## src/bswo_pkg.sv

```systemverilog
// ----------------------------------------------------------------------------
// bswo_pkg
// Shared sizes, command and status codes, and ring index helper for the
// bounded stack with oldest-entry drop.
// ----------------------------------------------------------------------------
package bswo_pkg;

    localparam int DEPTH      = 16;
    localparam int DATA_WIDTH = 8;
    localparam int AW         = (DEPTH > 1) ? $clog2(DEPTH) : 1;
    localparam int CW         = $clog2(DEPTH + 1);
    localparam int SW         = CW + 1;

    typedef enum logic [1:0] {
        CMD_PUSH  = 2'd0,
        CMD_POP   = 2'd1,
        CMD_FORCE = 2'd2
    } t_cmd;

    typedef enum logic [1:0] {
        ST_OK        = 2'd0,
        ST_OVERFLOW  = 2'd1,
        ST_UNDERFLOW = 2'd2
    } t_status;

    localparam logic [SW-1:0] DEPTH_S = SW'(DEPTH);

    // Fold a sum below twice DEPTH back into the ring.
    function automatic logic [AW-1:0] ring_wrap(input logic [SW-1:0] sum);
        logic [SW-1:0] folded;
        folded = (sum >= DEPTH_S) ? (sum - DEPTH_S) : sum;
        return folded[AW-1:0];
    endfunction

endpackage

```

## src/bswo_ram.sv

```systemverilog
// ----------------------------------------------------------------------------
// bswo_ram
// Generic single-write, single-read synchronous RAM with registered read data.
// ----------------------------------------------------------------------------
module bswo_ram #(
    parameter int WIDTH = 8,
    parameter int DEPTH = 16
) (
    input  logic                                   i_clk,
    input  logic                                   i_we,
    input  logic [((DEPTH > 1) ? $clog2(DEPTH) : 1)-1:0] i_waddr,
    input  logic [WIDTH-1:0]                       i_wdata,
    input  logic [((DEPTH > 1) ? $clog2(DEPTH) : 1)-1:0] i_raddr,
    output logic [WIDTH-1:0]                       o_rdata
);

    logic [WIDTH-1:0] r_mem [DEPTH];
    logic [WIDTH-1:0] r_rdata;

    always_ff @(posedge i_clk) begin
        if (i_we) begin
            r_mem[i_waddr] <= i_wdata;
        end
        r_rdata <= r_mem[i_raddr];
    end

    assign o_rdata = r_rdata;

endmodule

```

## src/bounded_stack_with_overwrite_core.sv

```systemverilog
// ----------------------------------------------------------------------------
// bounded_stack_with_overwrite_core
// Result strobe o_valid is registered, high in the cycle after acceptance.
// Throughput: one transaction per cycle; busy stays low, since each command
// touches one RAM entry and the read of a pop never meets a write in the same
// cycle. Result ports are valid for exactly one cycle; the receiver cannot stall.
// Reset: synchronous active-low i_rst_n empties the stack (count and bottom
// pointer to zero); RAM contents are left as they are and never read unwritten.
// ----------------------------------------------------------------------------
module bounded_stack_with_overwrite_core (
    input  logic                               i_clk,
    input  logic                               i_rst_n,
    input  logic                               start,
    output logic                               busy,
    input  logic [1:0]                         i_cmd,
    input  logic [bswo_pkg::DATA_WIDTH-1:0]    i_data_in,
    output logic                               o_valid,
    output logic [bswo_pkg::DATA_WIDTH-1:0]    o_data_out,
    output logic [1:0]                         o_status,
    output logic                               o_dropped,
    output logic [bswo_pkg::CW-1:0]            o_fill_count,
    output logic                               o_is_empty,
    output logic                               o_is_full
);
    import bswo_pkg::*;

    logic [AW-1:0]         r_bottom, n_bottom;
    logic [CW-1:0]         r_count,  n_count;
    logic                  r_valid;
    logic                  r_pop,    n_pop;
    t_status               r_status, n_status;
    logic                  r_dropped, n_dropped;

    logic                  we;
    logic [AW-1:0]         waddr;
    logic [AW-1:0]         raddr;
    logic [DATA_WIDTH-1:0] rdata;
    logic [SW-1:0]         bot_s;
    logic [SW-1:0]         cnt_s;
    logic                  full;
    logic                  accept;

    assign busy   = 1'b0;
    assign accept = start && !busy;
    assign bot_s  = SW'(r_bottom);
    assign cnt_s  = SW'(r_count);
    assign full   = (cnt_s == DEPTH_S);

    always_comb begin
        n_bottom  = r_bottom;
        n_count   = r_count;
        n_pop     = 1'b0;
        n_status  = ST_OK;
        n_dropped = 1'b0;
        we        = 1'b0;
        waddr     = ring_wrap(bot_s + cnt_s);
        raddr     = ring_wrap(bot_s + cnt_s - SW'(1));
        if (accept) begin
            unique case (i_cmd)
                CMD_PUSH, CMD_FORCE: begin
                    if (!full) begin
                        we      = 1'b1;
                        n_count = r_count + CW'(1);
                    end else if (i_cmd == CMD_FORCE) begin
                        we        = 1'b1;
                        waddr     = r_bottom;
                        n_bottom  = ring_wrap(bot_s + SW'(1));
                        n_dropped = 1'b1;
                    end else begin
                        n_status = ST_OVERFLOW;
                    end
                end
                CMD_POP: begin
                    if (r_count != '0) begin
                        n_count = r_count - CW'(1);
                        n_pop   = 1'b1;
                    end else begin
                        n_status = ST_UNDERFLOW;
                    end
                end
                default: begin
                end
            endcase
        end
    end

    bswo_ram #(
        .WIDTH (DATA_WIDTH),
        .DEPTH (DEPTH)
    ) u_ram (
        .i_clk   (i_clk),
        .i_we    (we),
        .i_waddr (waddr),
        .i_wdata (i_data_in),
        .i_raddr (raddr),
        .o_rdata (rdata)
    );

    always_ff @(posedge i_clk) begin
        if (!i_rst_n) begin
            r_bottom  <= '0;
            r_count   <= '0;
            r_valid   <= 1'b0;
            r_pop     <= 1'b0;
            r_status  <= ST_OK;
            r_dropped <= 1'b0;
        end else begin
            r_bottom  <= n_bottom;
            r_count   <= n_count;
            r_valid   <= accept;
            r_pop     <= n_pop;
            r_status  <= n_status;
            r_dropped <= n_dropped;
        end
    end

    assign o_valid      = r_valid;
    assign o_data_out   = r_pop ? rdata : '0;
    assign o_status     = r_status;
    assign o_dropped    = r_dropped;
    assign o_fill_count = r_count;
    assign o_is_empty   = (r_count == '0);
    assign o_is_full    = (SW'(r_count) == DEPTH_S);

endmodule

```

## config.mk

```make
export PLATFORM = sky130hd
export DESIGN_NAME = bounded_stack_with_overwrite_core
export DESIGN_NICKNAME = d
export VERILOG_FILES = /design/src/bswo_pkg.sv /design/src/bswo_ram.sv /design/src/bounded_stack_with_overwrite_core.sv
export SDC_FILE = /design/constraint.sdc
export NUM_CORES = 1
export LEC_CHECK = 0
export BUFFER_PORTS_ARGS = -buffer_cell sky130_fd_sc_hd__buf_2
export CAP_MARGIN = 25
export CORE_ASPECT_RATIO = 0.7
export CORE_MARGIN = 3
export CORE_UTILIZATION = 45
export CTS_CLUSTER_SIZE = 40
export DETAILED_ROUTE_END_ITERATION = 16
export PLACE_DENSITY_LB_ADDON = 0.25
export SETUP_SLACK_MARGIN = 0.02
export SYNTH_ARGS = -nofsm -noshare
export SYNTH_HDL_FRONTEND = slang
export SYNTH_SLANG_ARGS = --single-unit
```

## constraint.sdc

```tcl
create_clock -name i_clk -period 5.2 [get_ports i_clk]
set_input_delay 0.26 -clock i_clk [delete_from_list [all_inputs] [get_ports i_clk]]
set_output_delay 0.26 -clock i_clk [all_outputs]
set_load 0.005 [all_outputs]
```

======== Word level (Yosys, flattened, before mapping) ========
Memories as Yosys holds them, arrays and structs flattened. A register that Yosys moved wholly into a read port is not among the register bits.
Cells that the tools add are included.
word-level totals
  output and inout port bits .............. 20
  bits of input ports ..................... 13
  memories kept ........................... 1
  register bits ........................... 14
  word-level logic and storage cells ...... 55
  RAM bits ................................ 128
operators by class
  eq/ne operators ......................... 5
  reduce and logical (&&, ||, !) cells .... 10
  add/sub/neg operators ................... 8
  muxes and demuxes ....................... 22
  $lt $le $gt $ge ......................... 3
memories
  name         depth  width  read ports  clocked after Yosys merged registers in  wr ports  line            text
  u_ram.r_mem  16     8      1           1                                        1         bswo_ram.sv:17  logic [WIDTH-1:0] r_mem [DEPTH];
operators with widths
  cell                                                  number
  two-way mux 4 bit                                     7
  >= comparator 6 x 5 -> 1 bit (second input constant)  2
  AND reduction 4 bit                                   3
  subtractor 4 x 1 -> 4 bit (second input constant)     3
  two-way mux 5 bit                                     2
  one-hot mux 5 bit (2 select lines)                    1
  two-way mux 1 bit                                     9
  two-way mux 8 bit                                     1
  adder 4 x 5 -> 6 bit                                  1
  subtractor 6 x 1 -> 6 bit (second input constant)     1
  adder 4 x 1 -> 5 bit (second input constant)          1
  adder 5 x 1 -> 5 bit (second input constant)          1
  == test 5 bit (second input constant)                 1
  >= comparator 5 bit (second input constant)           1
  logical NOT 5 bit                                     1
  nonzero test 5 bit                                    1
  subtractor 5 x 1 -> 5 bit (second input constant)     1
  inequality test 2 bit (second input constant)         2
  one-hot mux 2 bit (2 select lines)                    1
  AND reduction 3 bit                                   1
  == test 2 x 1 -> 1 bit (second input constant)        1
  == test 2 bit (second input constant)                 1
  logical NOT 2 bit                                     1
  two-way mux 2 bit                                     1
  other kinds (3)                                       3

======== Longest topological paths before layout ========
Gate-level depths: netlist (run 1).
  depth after elaboration ................. 7
  depth in mapped cells ................... 10
  mapped depth without buffers ............ 9

======== Modules after synthesis ========
From an unflattened synthesis (run 1), not the netlist that was laid out.
second synthesis, totals
  cell total of the unflattened synthesis .. 345
  area, all modules ....................... 6189.7 µm²
by module, submodules not included
  module                             cells each  area each (µm²)  instances  seq. area each (µm²)
  bswo_ram                           229         5147.4           1          4003.8
  bounded_stack_with_overwrite_core  116         1042.2           1          280.3

======== Worst setup path after synthesis (run 1) ========
OpenSTA, ideal clock, no wires.
  kind .................................... register to register
  from .................................... register r_count[0], in the netlist o_fill_count[0]
  to ...................................... register u_ram.r_rdata[1], in the netlist u_ram.o_rdata[1], read port of u_ram.r_mem
  setup slack ............................. 2.569 ns
  required time ........................... 5.050 ns
  cell stages (with the launch flop) ...... 10
  setup time .............................. 0.150 ns
  buffers on the path ..................... 3
  period minus slack after synthesis ...... 2.631 ns
  arrival time ............................ 2.481 ns
  cells stage by stage .................... dfxtp_1 ha_1 buf_2 buf_2 inv_1 ha_1 clkbuf_1 mux4_2 mux2i_1 mux2i_1
between the ends
  cells in the longest elaborated chain, start to end .. 4
  elaborated cells between the ends (all ways) .. 5
  those cells by class .................... 3 x add/sub; 1 x order compare; 1 x mux
RTL lines
  item                                                                       line                                      text
  from (decl)                                                                bounded_stack_with_overwrite_core.sv:28   logic [CW-1:0] r_count, n_count;
  from (signal assigned)                                                     bounded_stack_with_overwrite_core.sv:109  r_count <= n_count;
  adder 4 x 5 -> 6 bit *                                                     bounded_stack_with_overwrite_core.sv:57   raddr = ring_wrap(bot_s + cnt_s - SW'(1));
  subtractor 6 x 1 -> 6 bit *                                                bounded_stack_with_overwrite_core.sv:57
  >= comparator 6 x 5 -> 1 bit or subtractor 4 x 1 -> 4 bit (tied branches)  bswo_pkg.sv:31                            folded = (sum >= DEPTH_S) ? (sum - DEPTH_S) : sum;
  two-way mux 4 bit *                                                        bswo_pkg.sv:31
  to (decl)                                                                  bswo_ram.sv:18                            logic [WIDTH-1:0] r_rdata;
Every way passes the cells marked *; elsewhere a longest branch is shown, timed or not.
A chain may end at the register's enable or synchronous reset.

======== Final worst setup path (run 1) ========
  from .................................... register r_count[1], in the netlist o_fill_count[1]
  to ...................................... memory u_ram.r_mem[12][0], enable pin
between the ends
  cells in the longest elaborated chain, start to end .. 7
  elaborated cells between the ends (all ways) .. 14
  those cells by class .................... 2 x add/sub; 1 x order compare; 1 x eq/ne; 10 x mux
RTL lines
  item                                                                       line                                     text
  adder 4 x 5 -> 6 bit                                                       bounded_stack_with_overwrite_core.sv:56  waddr = ring_wrap(bot_s + cnt_s);
  >= comparator 6 x 5 -> 1 bit or subtractor 4 x 1 -> 4 bit (tied branches)  bswo_pkg.sv:31
  two-way mux 4 bit                                                          bswo_pkg.sv:31
  two-way mux 4 bit                                                          bounded_stack_with_overwrite_core.sv:64  end else if (i_cmd == CMD_FORCE) begin
  two-way mux 4 bit                                                          bounded_stack_with_overwrite_core.sv:61  if (!full) begin
  two-way mux 4 bit                                                          bounded_stack_with_overwrite_core.sv:59  unique case (i_cmd)
  two-way mux 4 bit                                                          bounded_stack_with_overwrite_core.sv:58  if (accept) begin
  to (decl)                                                                  bswo_ram.sv:17
Parallel ways exist; a longest one is shown, timed or not.

==> results of run 1 <==
==> sequential cells by signal, indices dropped and copies added (netlist names) <==
register	flops
o_valid	1
o_fill_count	5
o_dropped	1
r_pop	1
r_bottom	4
o_status	2
u_ram.r_mem	128
u_ram.o_rdata	8
==> path summary, 6_finish.rpt <==
check,from,end,slack [ps],cells after the start
worst max-delay path,o_fill_count[1],u_ram.r_mem[12][0],2210,6
worst min register to register,o_fill_count[4],o_status[1],580,1
worst max register to register,o_fill_count[1],u_ram.r_mem[12][0],2210,6
worst min-delay path,i_cmd[0],o_status[0],70,2
==> cell usage after synthesis, types with 3 or more instances <==
cell / instances
o21ai_0: 3
dfxtp_1: 22
xnor2_1: 3
clkbuf_1: 4
mux2i_1: 24
ha_1: 8
edfxtp_1: 128
nand2_1: 8
buf_2: 5
nand3_1: 5
a21oi_1: 11
nor3_1: 5
nor2b_1: 6
nor2_1: 20
mux4_2: 32
and3_1: 4
inv_1: 10
and2_1: 11
==> stage by stage <==
stage          instances  hold slack (ps)  utilization (%)
6_report             589            72.35            53.73
3_3_place_gp         553            493.9            49.10
2_1_floorplan        345            337.9                -
5_1_grt              589            79.22            53.73
3_5_place_dp         553            497.2            49.10
4_1_cts              585            59.54            53.32
==> placed cells by master, fill, tap and decap left out, types with 2 or more instances in the layout <==
master      instances
mux4_2             32
a21boi_1            2
clkinvlp_4          3
nor2b_1             6
buf_4               5
xnor2_2             2
clkbuf_16          17
xnor2_1             3
nor4_1              2
nor3_1              5
edfxtp_1          128
nand3b_1            2
clkinv_1            2
ha_1                7
mux2i_1            24
a21oi_1            11
fa_1                2
clkinv_2            4
clkbuf_1            3
and3_1              4
dfxtp_1            22
and2_1             11
nand3_1             5
bufinv_16           2
buf_2              31
nor3_2              2
nand2_1             8
nor2_1             20
o21ai_0             3
nand2b_1            2
inv_1              10
xor2_1              2
==> cell type report <==
| cell class | count | area, um^2 |
|---|---|---|
| Sequential cell | 150 | 4284 |
| Multi-Input combinational cell | 173 | 1780 |
| Clock buffer | 21 | 450.4 |
| Inverter | 11 | 41.29 |
| Timing Repair Buffer | 38 | 231.5 |
| Tap cell | 185 | 231.5 |
| Fill cell | 1045 | 6140 |
| Clock inverter | 11 | 110.1 |
==> cells by family after synthesis <==
logic type,Yosys count
flops,150
simple gates,74
mux,56
compound gates,23
buf+inv,22
fa+ha+maj,10
xor+xnor,9
other cells,1
==> per-layer routing <==
| metal | vias up | wire, um |
|---|---|---|
| li1 | 1437 | - |
| met1 | 1613 | 5889 |
| met2 | 93 | 5232 |
| met3 | 15 | 805 |
| met4 | 2 | 136 |
| met5 | - | 11 |
==> report_power, final <==
group / total [mW] / internal, mW / switching, mW
Combinational: 0.331 / 0.160 / 0.171
Sequential: 1.36 / 1.35 / 0.0149
Clock: 1.17 / 0.711 / 0.457
Total: 2.86 / 2.22 / 0.643
==> results.toml, run 1 <==
[synth]
syn_area_mm2 = 0.006171
synth_compound_area_share_pct = 2.271
ys_ff_latch = 150
synthSimpleGateAreaFrac_pct = 6.691
synth_cell_types = 46
synthXorXnorAreaFrac_pct = 1.946
synthMuxAreaShare_pct = 15.57
synth_top_family_by_area = "multiplexers"
synth_area_leader_cell = "edfxtp_1"
yosysWarnings = 0
synth_adder_area_share_pct = 2.271
yosysSeqAreaShare_pct = 69.42
avgSynthCellArea_um2 = 17.89
netlist_instances = 345
yosysTopAreaCellShare_pct = 62.29
ys_top_cells_by_area = "edfxtp_1 62%, mux4_2 12%, dfxtp_1 7.1%, mux2i_1 3.9%, ha_1 1.6%"
synthArstFlopShare_pct = 0
synth_nets = 368
synth_ff_type = "edfxtp_1"
synth-edff-count = 128

[setup_path]
cp_max_fo = 8
max_stage_delay_ps = 800
path_buf_inv = 0
crit_slowest_cell = "nor2_1"
cp.arrival_ps = 3030
worstPathCellList = "nor4_2 -> and4_1 -> nor3_2 -> xnor2_2 -> nand3b_1 -> nor2_1"
startpoint_type = "flip-flop"
end_kind = "flip-flop"
crit_type = "reg2reg"
cp_top_family = "simple AND/OR/NAND/NOR gates"
critical_path_required_ps = 5230

[global_routing]
grt_use_met3_pct = 4.660
grt-busiest-layer = "met1"
track_usage_pct = 16.53
grt_overflow = 0
antenna_found_initial = 1
use_met2_pct = 22.92
grt_pass1_wl_um = 18610
grt_pass1_vias = 3125
grtUsageMet1_pct = 25.44
grt_max_degree = 36

[placement]
hpwl_um = 7823
gp_congestion = 0.7821
portBuffers = 31
place_area_mm2 = 0.006515
pre_cts_ws_ps = 1853

[drt]
num_vias = 3160
finalWirelength_um = 12080
first_pass_iters = 4
drt-initial-drc-count = 303
drc = 0
wl_per_cell_um = 20.50
ant_nets = 0
vias_per_cell = 5.365

[min_path]
hold_path.class = "in2reg"

[die]
fp.dieH_um = 104.0
initial_utilization_pct = 46.51
num_rows = 35
die_w_um = 146.0
core_mm2 = 0.01327
dieArea_mm2 = 0.01518
ios = 33

[sta]
setup_tns_ps = 0
worst_slew_pin_slew_ps = 984.9
fin_crit_sh_pct = 57.55
min_period_ps = 2993
timing.slew.headroom_pct = 34.10
rsz0062_at_grt = "false"
setup_slack_ps = 2207
fmax_mhz = 334.2
finalSetupViolations = 0
report.final.slew_viol_count = 0
finClkSkew_ps = 12.58
finalHoldViolations = 0

[clock_network]
ctsHoldBuffers = 0
cts_setup_buffers = 0
cts_made_buffers = 17
h-tree-depth = 4
clk_path_buf_depth = 2
cts_tree = "built"
cts.repair.resized = 0
clk_pin_slew_ps = 60
clk_latency_ps = 420
clkSinkCount = 150
root_buffer = "clkbuf_16"

[finish]
n_antenna_cell = 0
post_route_cells_drive_above_1_share_pct = 27.23
stdcell_area_mm2 = 0.007129
nNetsFinal = 414
syn_to_final_growth_pct = 15.53

[flow_run]
maxCapViolCount = 0

[power_and_ir_drop]
vdd_drop_max_v = 0.0002307
leakage_nw = 2.492
powerDensity_mw_per_mm2 = 401.4
finalPower_mw = 2.862

[run_status]
status = "completed"
Power figures use the tool's default switching activity.
==> run 2: changes to the inputs <==
==> constraint.sdc (replaced) <==
create_clock -name i_clk -period 2.6 [get_ports i_clk]
set_input_delay 0.13 -clock i_clk [delete_from_list [all_inputs] [get_ports i_clk]]
set_output_delay 0.13 -clock i_clk [all_outputs]
set_load 0.005 [all_outputs]
==> run 2 against run 1 <==
Compared with the run above: combinational power up 150%; sequential cell count is the same; clock power up 110%; highest routed layer is now met4; hold slack got worse by 42 ps; largest power group unchanged; die area unchanged; power is 110% higher.
==> results.toml, run 2 (synthesized netlist as in run 1, its figures left out) <==
[clock_network]
clkSinkCount = 150
cts_tree = "built"
root_buffer = "clkbuf_16"
clk_latency_ps = 410
h-tree-depth = 4
cts_made_buffers = 17
clk_pin_slew_ps = 60
clk_path_buf_depth = 2

[finish]
fin_cells = 634
top_register = "u_ram.r_mem"
final_cell_mix = "128 x edfxtp_1, 45 x buf_4, 32 x mux4_2"
utilization_pct = 57.07
seqCellArea_mm2 = 0.004284
multi_input_area_mm2 = 0.001809
fillCellCount = 1034
syn_to_final_growth_pct = 22.71
stdcell_area_mm2 = 0.007572
n_antenna_cell = 0
final_common_cell = "edfxtp_1"
largest_reg_flops = 128
nNetsFinal = 459
post_route_cells_drive_above_1_share_pct = 35.63

[die]
fp.dieH_um = 104.0
initial_utilization_pct = 46.51
ios = 33
dieArea_mm2 = 0.01518
num_rows = 35
core_mm2 = 0.01327
die_w_um = 146.0

[drt]
first_pass_iters = 4
vias_per_cell = 5.185
drt-initial-drc-count = 259
finalWirelength_um = 12470
drc = 0
ant_nets = 0
num_vias = 3287
wl_per_cell_um = 19.68

[sta]
finalHoldViolations = 0
min_period_ps = 2477
finClkSkew_ps = 8.287
fin_crit_sh_pct = 95.28
report.final.slew_viol_count = 0
setup_slack_ps = 122.7
finalSetupViolations = 0
fmax_mhz = 403.7

[placement]
portBuffers = 31
place_inst = 589
gp_congestion = 0.7868
hpwl_um = 8264
place_area_mm2 = 0.006810
pre_cts_ws_ps = 49.36

[setup_path]
cp.arrival_ps = 2770
ff2ff_path_depth = 10
end_kind = "flip-flop"
reg2reg_from = "o_fill_count[0]"
cp_max_fo = 12
r2r_end = "u_ram.o_rdata[4]"
startpoint_type = "flip-flop"
crit_type = "reg2reg"
critical_path_required_ps = 2900
r2r_setup_slack_ps = 120

[min_path]
min_from = "start"
hold_depth = 3
hold_path.class = "in2reg"
hold_path_end = "o_valid"

[flow_run]
maxCapViolCount = 0

[global_routing]
grt_overflow = 0
grt_max_degree = 25
grt_pass1_wl_um = 19780
grt_pass1_vias = 3394
antenna_found_initial = 0
track_usage_pct = 17.63

[run_status]
status = "completed"

[power_and_ir_drop]
powerDensity_mw_per_mm2 = 792.8
finalPower_mw = 6.003
leakage_nw = 2.760
power.net_switching_mw = 1.436
comb_power_share_pct = 13.6
p_seq_share_pct = 45.5
switching_share_pct = 23.92
p_clk_share_pct = 40.9
p_int_mw = 4.567
vdd_drop_max_v = 0.0005729
==> run 2: final cells by class <==
| class | instances | share of cell area [%] |
|---|---|---|
| Clock buffer | 17 | 5.618 |
| Clock inverter | 15 | 2.247 |
| Inverter | 11 | 0.5453 |
| Multi-Input combinational cell | 173 | 23.89 |
| Sequential cell | 150 | 56.58 |
| Tap cell | 185 | 3.057 |
| Timing Repair Buffer | 83 | 8.063 |
==> run 2: power by group through the flow <==
stage | Sequential, mW | Combinational, mW | Clock [mW]
3_5_place_dp | 2.78 | 0.726 | 0
6_report | 2.73 | 0.815 | 2.46
2_1_floorplan | 2.77 | 0.500 | 0
4_1_cts | 2.73 | 0.769 | 2.50
3_3_place_gp | 2.78 | 0.710 | 0
5_1_grt | 2.74 | 0.886 | 2.63
==> run 2: worst max-delay path: stages, from the launching register on <==
cell	delay, ps
dfxtp_1	320
ha_2	200
fa_1	530
buf_4	130
inv_1	60
ha_4	300
buf_4	120
buf_12	130
mux4_2	310
mux2i_1	160
mux2i_1	90
==> run 2: worst max path at each step <==
stage                    start          endpoint  slack, ps  depth (start not counted)
2_1_floorplan  o_fill_count[0]  u_ram.o_rdata[1]        120                          9
3_3_place_gp   o_fill_count[0]  u_ram.o_rdata[6]         90                          9
3_5_place_dp   o_fill_count[0]  u_ram.o_rdata[6]         50                          9
4_1_cts        o_fill_count[0]  u_ram.o_rdata[4]         40                          9
5_1_grt        o_fill_count[0]  u_ram.o_rdata[2]         -6                          9
6_report       o_fill_count[0]  u_ram.o_rdata[4]        120                         10
==> run 2: timing repair <==
action | in CTS | in global routing
gates resized for setup | 2 | 5
pin swaps | 0 | 3
setup buffers | 0 | 9
gates cloned | 1 | 0
endpoints found under the setup margin | 1 | 100
hold endpoints to repair | 2 | 0
hold buffers | 3 | 0
==> run 2: through the flow <==
step                      setup TNS (ps)  hold slack (ps)
after floorplan                        0            207.9
after global placement                 0            358.9
after detailed placement               0            365.7
after CTS                              0            11.57
after global routing              -9.670            34.23
final                                  0            30.58
==> run 2: metal layers <==
| metal | wire (um) | GRT usage [%] |
|---|---|---|
| met4 | 62 | 4.065 |
| met3 | 874 | 5.270 |
| met1 | 5805 | 26.20 |
| met2 | 5732 | 25.80 |
| met5 | 0 | 0 |
==> run 3: changes to the inputs <==
--- a/config.mk
+++ b/config.mk
@@ -7,7 +7,6 @@
 export LEC_CHECK = 0
 export BUFFER_PORTS_ARGS = -buffer_cell sky130_fd_sc_hd__buf_2
 export CAP_MARGIN = 25
-export CORE_ASPECT_RATIO = 0.7
 export CORE_MARGIN = 3
 export CORE_UTILIZATION = 45
 export CTS_CLUSTER_SIZE = 40
==> run 3 against run 2 <==
Compared with the run above: hold slack improved by 6.8 ps; setup slack got worse by 17 ps; critical path depth decreased by 1; sequential cell count unchanged; utilization decreased by 0.084 points; design area increased by 0.45%; count of clock-buffer cells in the layout unchanged; sequential share of layout area decreased by 0.25 points; combinational power decreased by 3.3%; clock power increased by 2%; highest routed layer unchanged.
==> results.toml, run 3 (synthesized netlist as in run 1, its figures left out) <==
[run_status]
status = "completed"

[sta]
report.final.slew_viol_count = 0
finClkSkew_ps = 8.341
fmax_mhz = 400.9
finalHoldViolations = 0
finalSetupViolations = 0
min_period_ps = 2494
rsz0062_at_grt = "false"
fin_crit_sh_pct = 95.93
worst_slew_pin_slew_ps = 596.7
timing.slew.headroom_pct = 60.17

[global_routing]
grt_max_degree = 33
grt_pass1_wl_um = 19190
grt_pass1_vias = 3572
track_usage_pct = 17.69
antenna_found_initial = 0
grt_overflow = 0

[clock_network]
clkSinkCount = 150
root_buffer = "clkbuf_16"
cts_tree = "built"
clk_path_buf_depth = 2
clk_latency_ps = 420
cts_made_buffers = 17
clk_pin_slew_ps = 60
h-tree-depth = 4

[finish]
n_antenna_cell = 0
fillCellCount = 1039
fin_cells = 625
syn_to_final_growth_pct = 23.26
top_register = "u_ram.r_mem"
final_cell_mix = "128 x edfxtp_1, 45 x buf_4, 32 x mux4_2"
stdcell_area_mm2 = 0.007606
nNetsFinal = 459
largest_reg_flops = 128
final_common_cell = "edfxtp_1"
post_route_cells_drive_above_1_share_pct = 37.64

[placement]
gp_congestion = 0.7814
portBuffers = 31
place_area_mm2 = 0.006847
place_inst = 588
hpwl_um = 7986

[power_and_ir_drop]
leakage_nw = 2.763
powerDensity_mw_per_mm2 = 793.1
vdd_drop_max_v = 0.0004795
finalPower_mw = 6.032

[setup_path]
cp-startpoint = "o_fill_count[0]"
reg2reg_from = "o_fill_count[0]"
cp_max_fo = 16
cp.arrival_ps = 2790
ff2ff_path_depth = 9
crit_type = "reg2reg"
startpoint_type = "flip-flop"
end_kind = "flip-flop"
r2r_end = "u_ram.o_rdata[5]"
crit_end = "u_ram.o_rdata[5]"
r2r_setup_slack_ps = 110
critical_path_required_ps = 2890

[drt]
wl_per_cell_um = 19.51
num_vias = 3346
first_pass_iters = 5
drc = 0
drt-initial-drc-count = 227
ant_nets = 0
finalWirelength_um = 12190
vias_per_cell = 5.354

[die]
num_rows = 42
initial_utilization_pct = 46.23
core_mm2 = 0.01335
dieArea_mm2 = 0.01515
die_w_um = 123.1
fp.dieH_um = 123.1
ios = 33

[min_path]
hold_path.class = "in2reg"
min_from = "i_rst_n"

[flow_run]
maxCapViolCount = 0
run 3: changes by cell type in the layout (fill, tap and decap cells not counted), sizes merged:
cell	delta
buf	-1
bufinv	+1
clkbuf	+1
clkinvlp	-1
run 3: worst max-delay path: stages, from the launching register on:
cell	delay (ps)
dfxtp_1	320
ha_2	200
fa_1	510
buf_4	140
inv_1	60
ha_4	310
buf_12	170
mux4_2	340
mux2i_2	210
mux2i_1	110
run 3: area by class of cell:
| type | instances | area, um^2 | share of cell area (%) |
|---|---|---|---|
| well taps | 176 | 220.2 | 2.895 |
| repair buffers | 83 | 599.3 | 7.880 |
| inverters | 11 | 41.29 | 0.5429 |
| clock buffers | 17 | 425.4 | 5.593 |
| clock inverters | 15 | 187.7 | 2.468 |
| multi-input cells | 173 | 1848 | 24.30 |
| flip-flops and latches | 150 | 4284 | 56.33 |
run 3: worst min path at each step:
stage | end | slack (ps) | cells past startpoint
2_1_floorplan | o_dropped | 210 | 1
3_3_place_gp | o_dropped | 360 | 2
3_5_place_dp | o_dropped | 360 | 2
4_1_cts | r_bottom[2] | 20 | 2
5_1_grt | r_bottom[2] | 50 | 2
6_report | r_bottom[2] | 40 | 2
run 3: metrics by stage:
step,setup TNS [ps],util [%],hold slack (ps),setup slack [ps]
after floorplan,0,-,207.9,119.0
after global placement,-1003,51.29,361.6,-92.19
after detailed placement,-2054,51.29,363.8,-132.8
after CTS,0,56.30,24.82,20.94
after global routing,0,56.98,50.91,20.33
final,0,56.98,37.34,105.9
run 3: power breakdown:
group	total (mW)	switching, mW	internal, mW
clock	2.52	0.991	1.53
sequential	2.72	0.0271	2.69
combinational	0.788	0.389	0.399
run 3: repair_timing:
item | in CTS | in global routing
cloned | 0 | 1
hold buffers | 3 | 0
gates resized for setup | 2 | 14
setup buffers | 1 | 0
pin swaps | 1 | 1
setup endpoints to repair | 24 | 86
endpoints found under the hold margin | 2 | 0
run 3: per-layer routing:
metal,share of wire (%),global-route usage [%]
met5,0,0
met1,44,22.37
met2,51,29.59
met3,3.9,4.392
met4,1.3,6.851
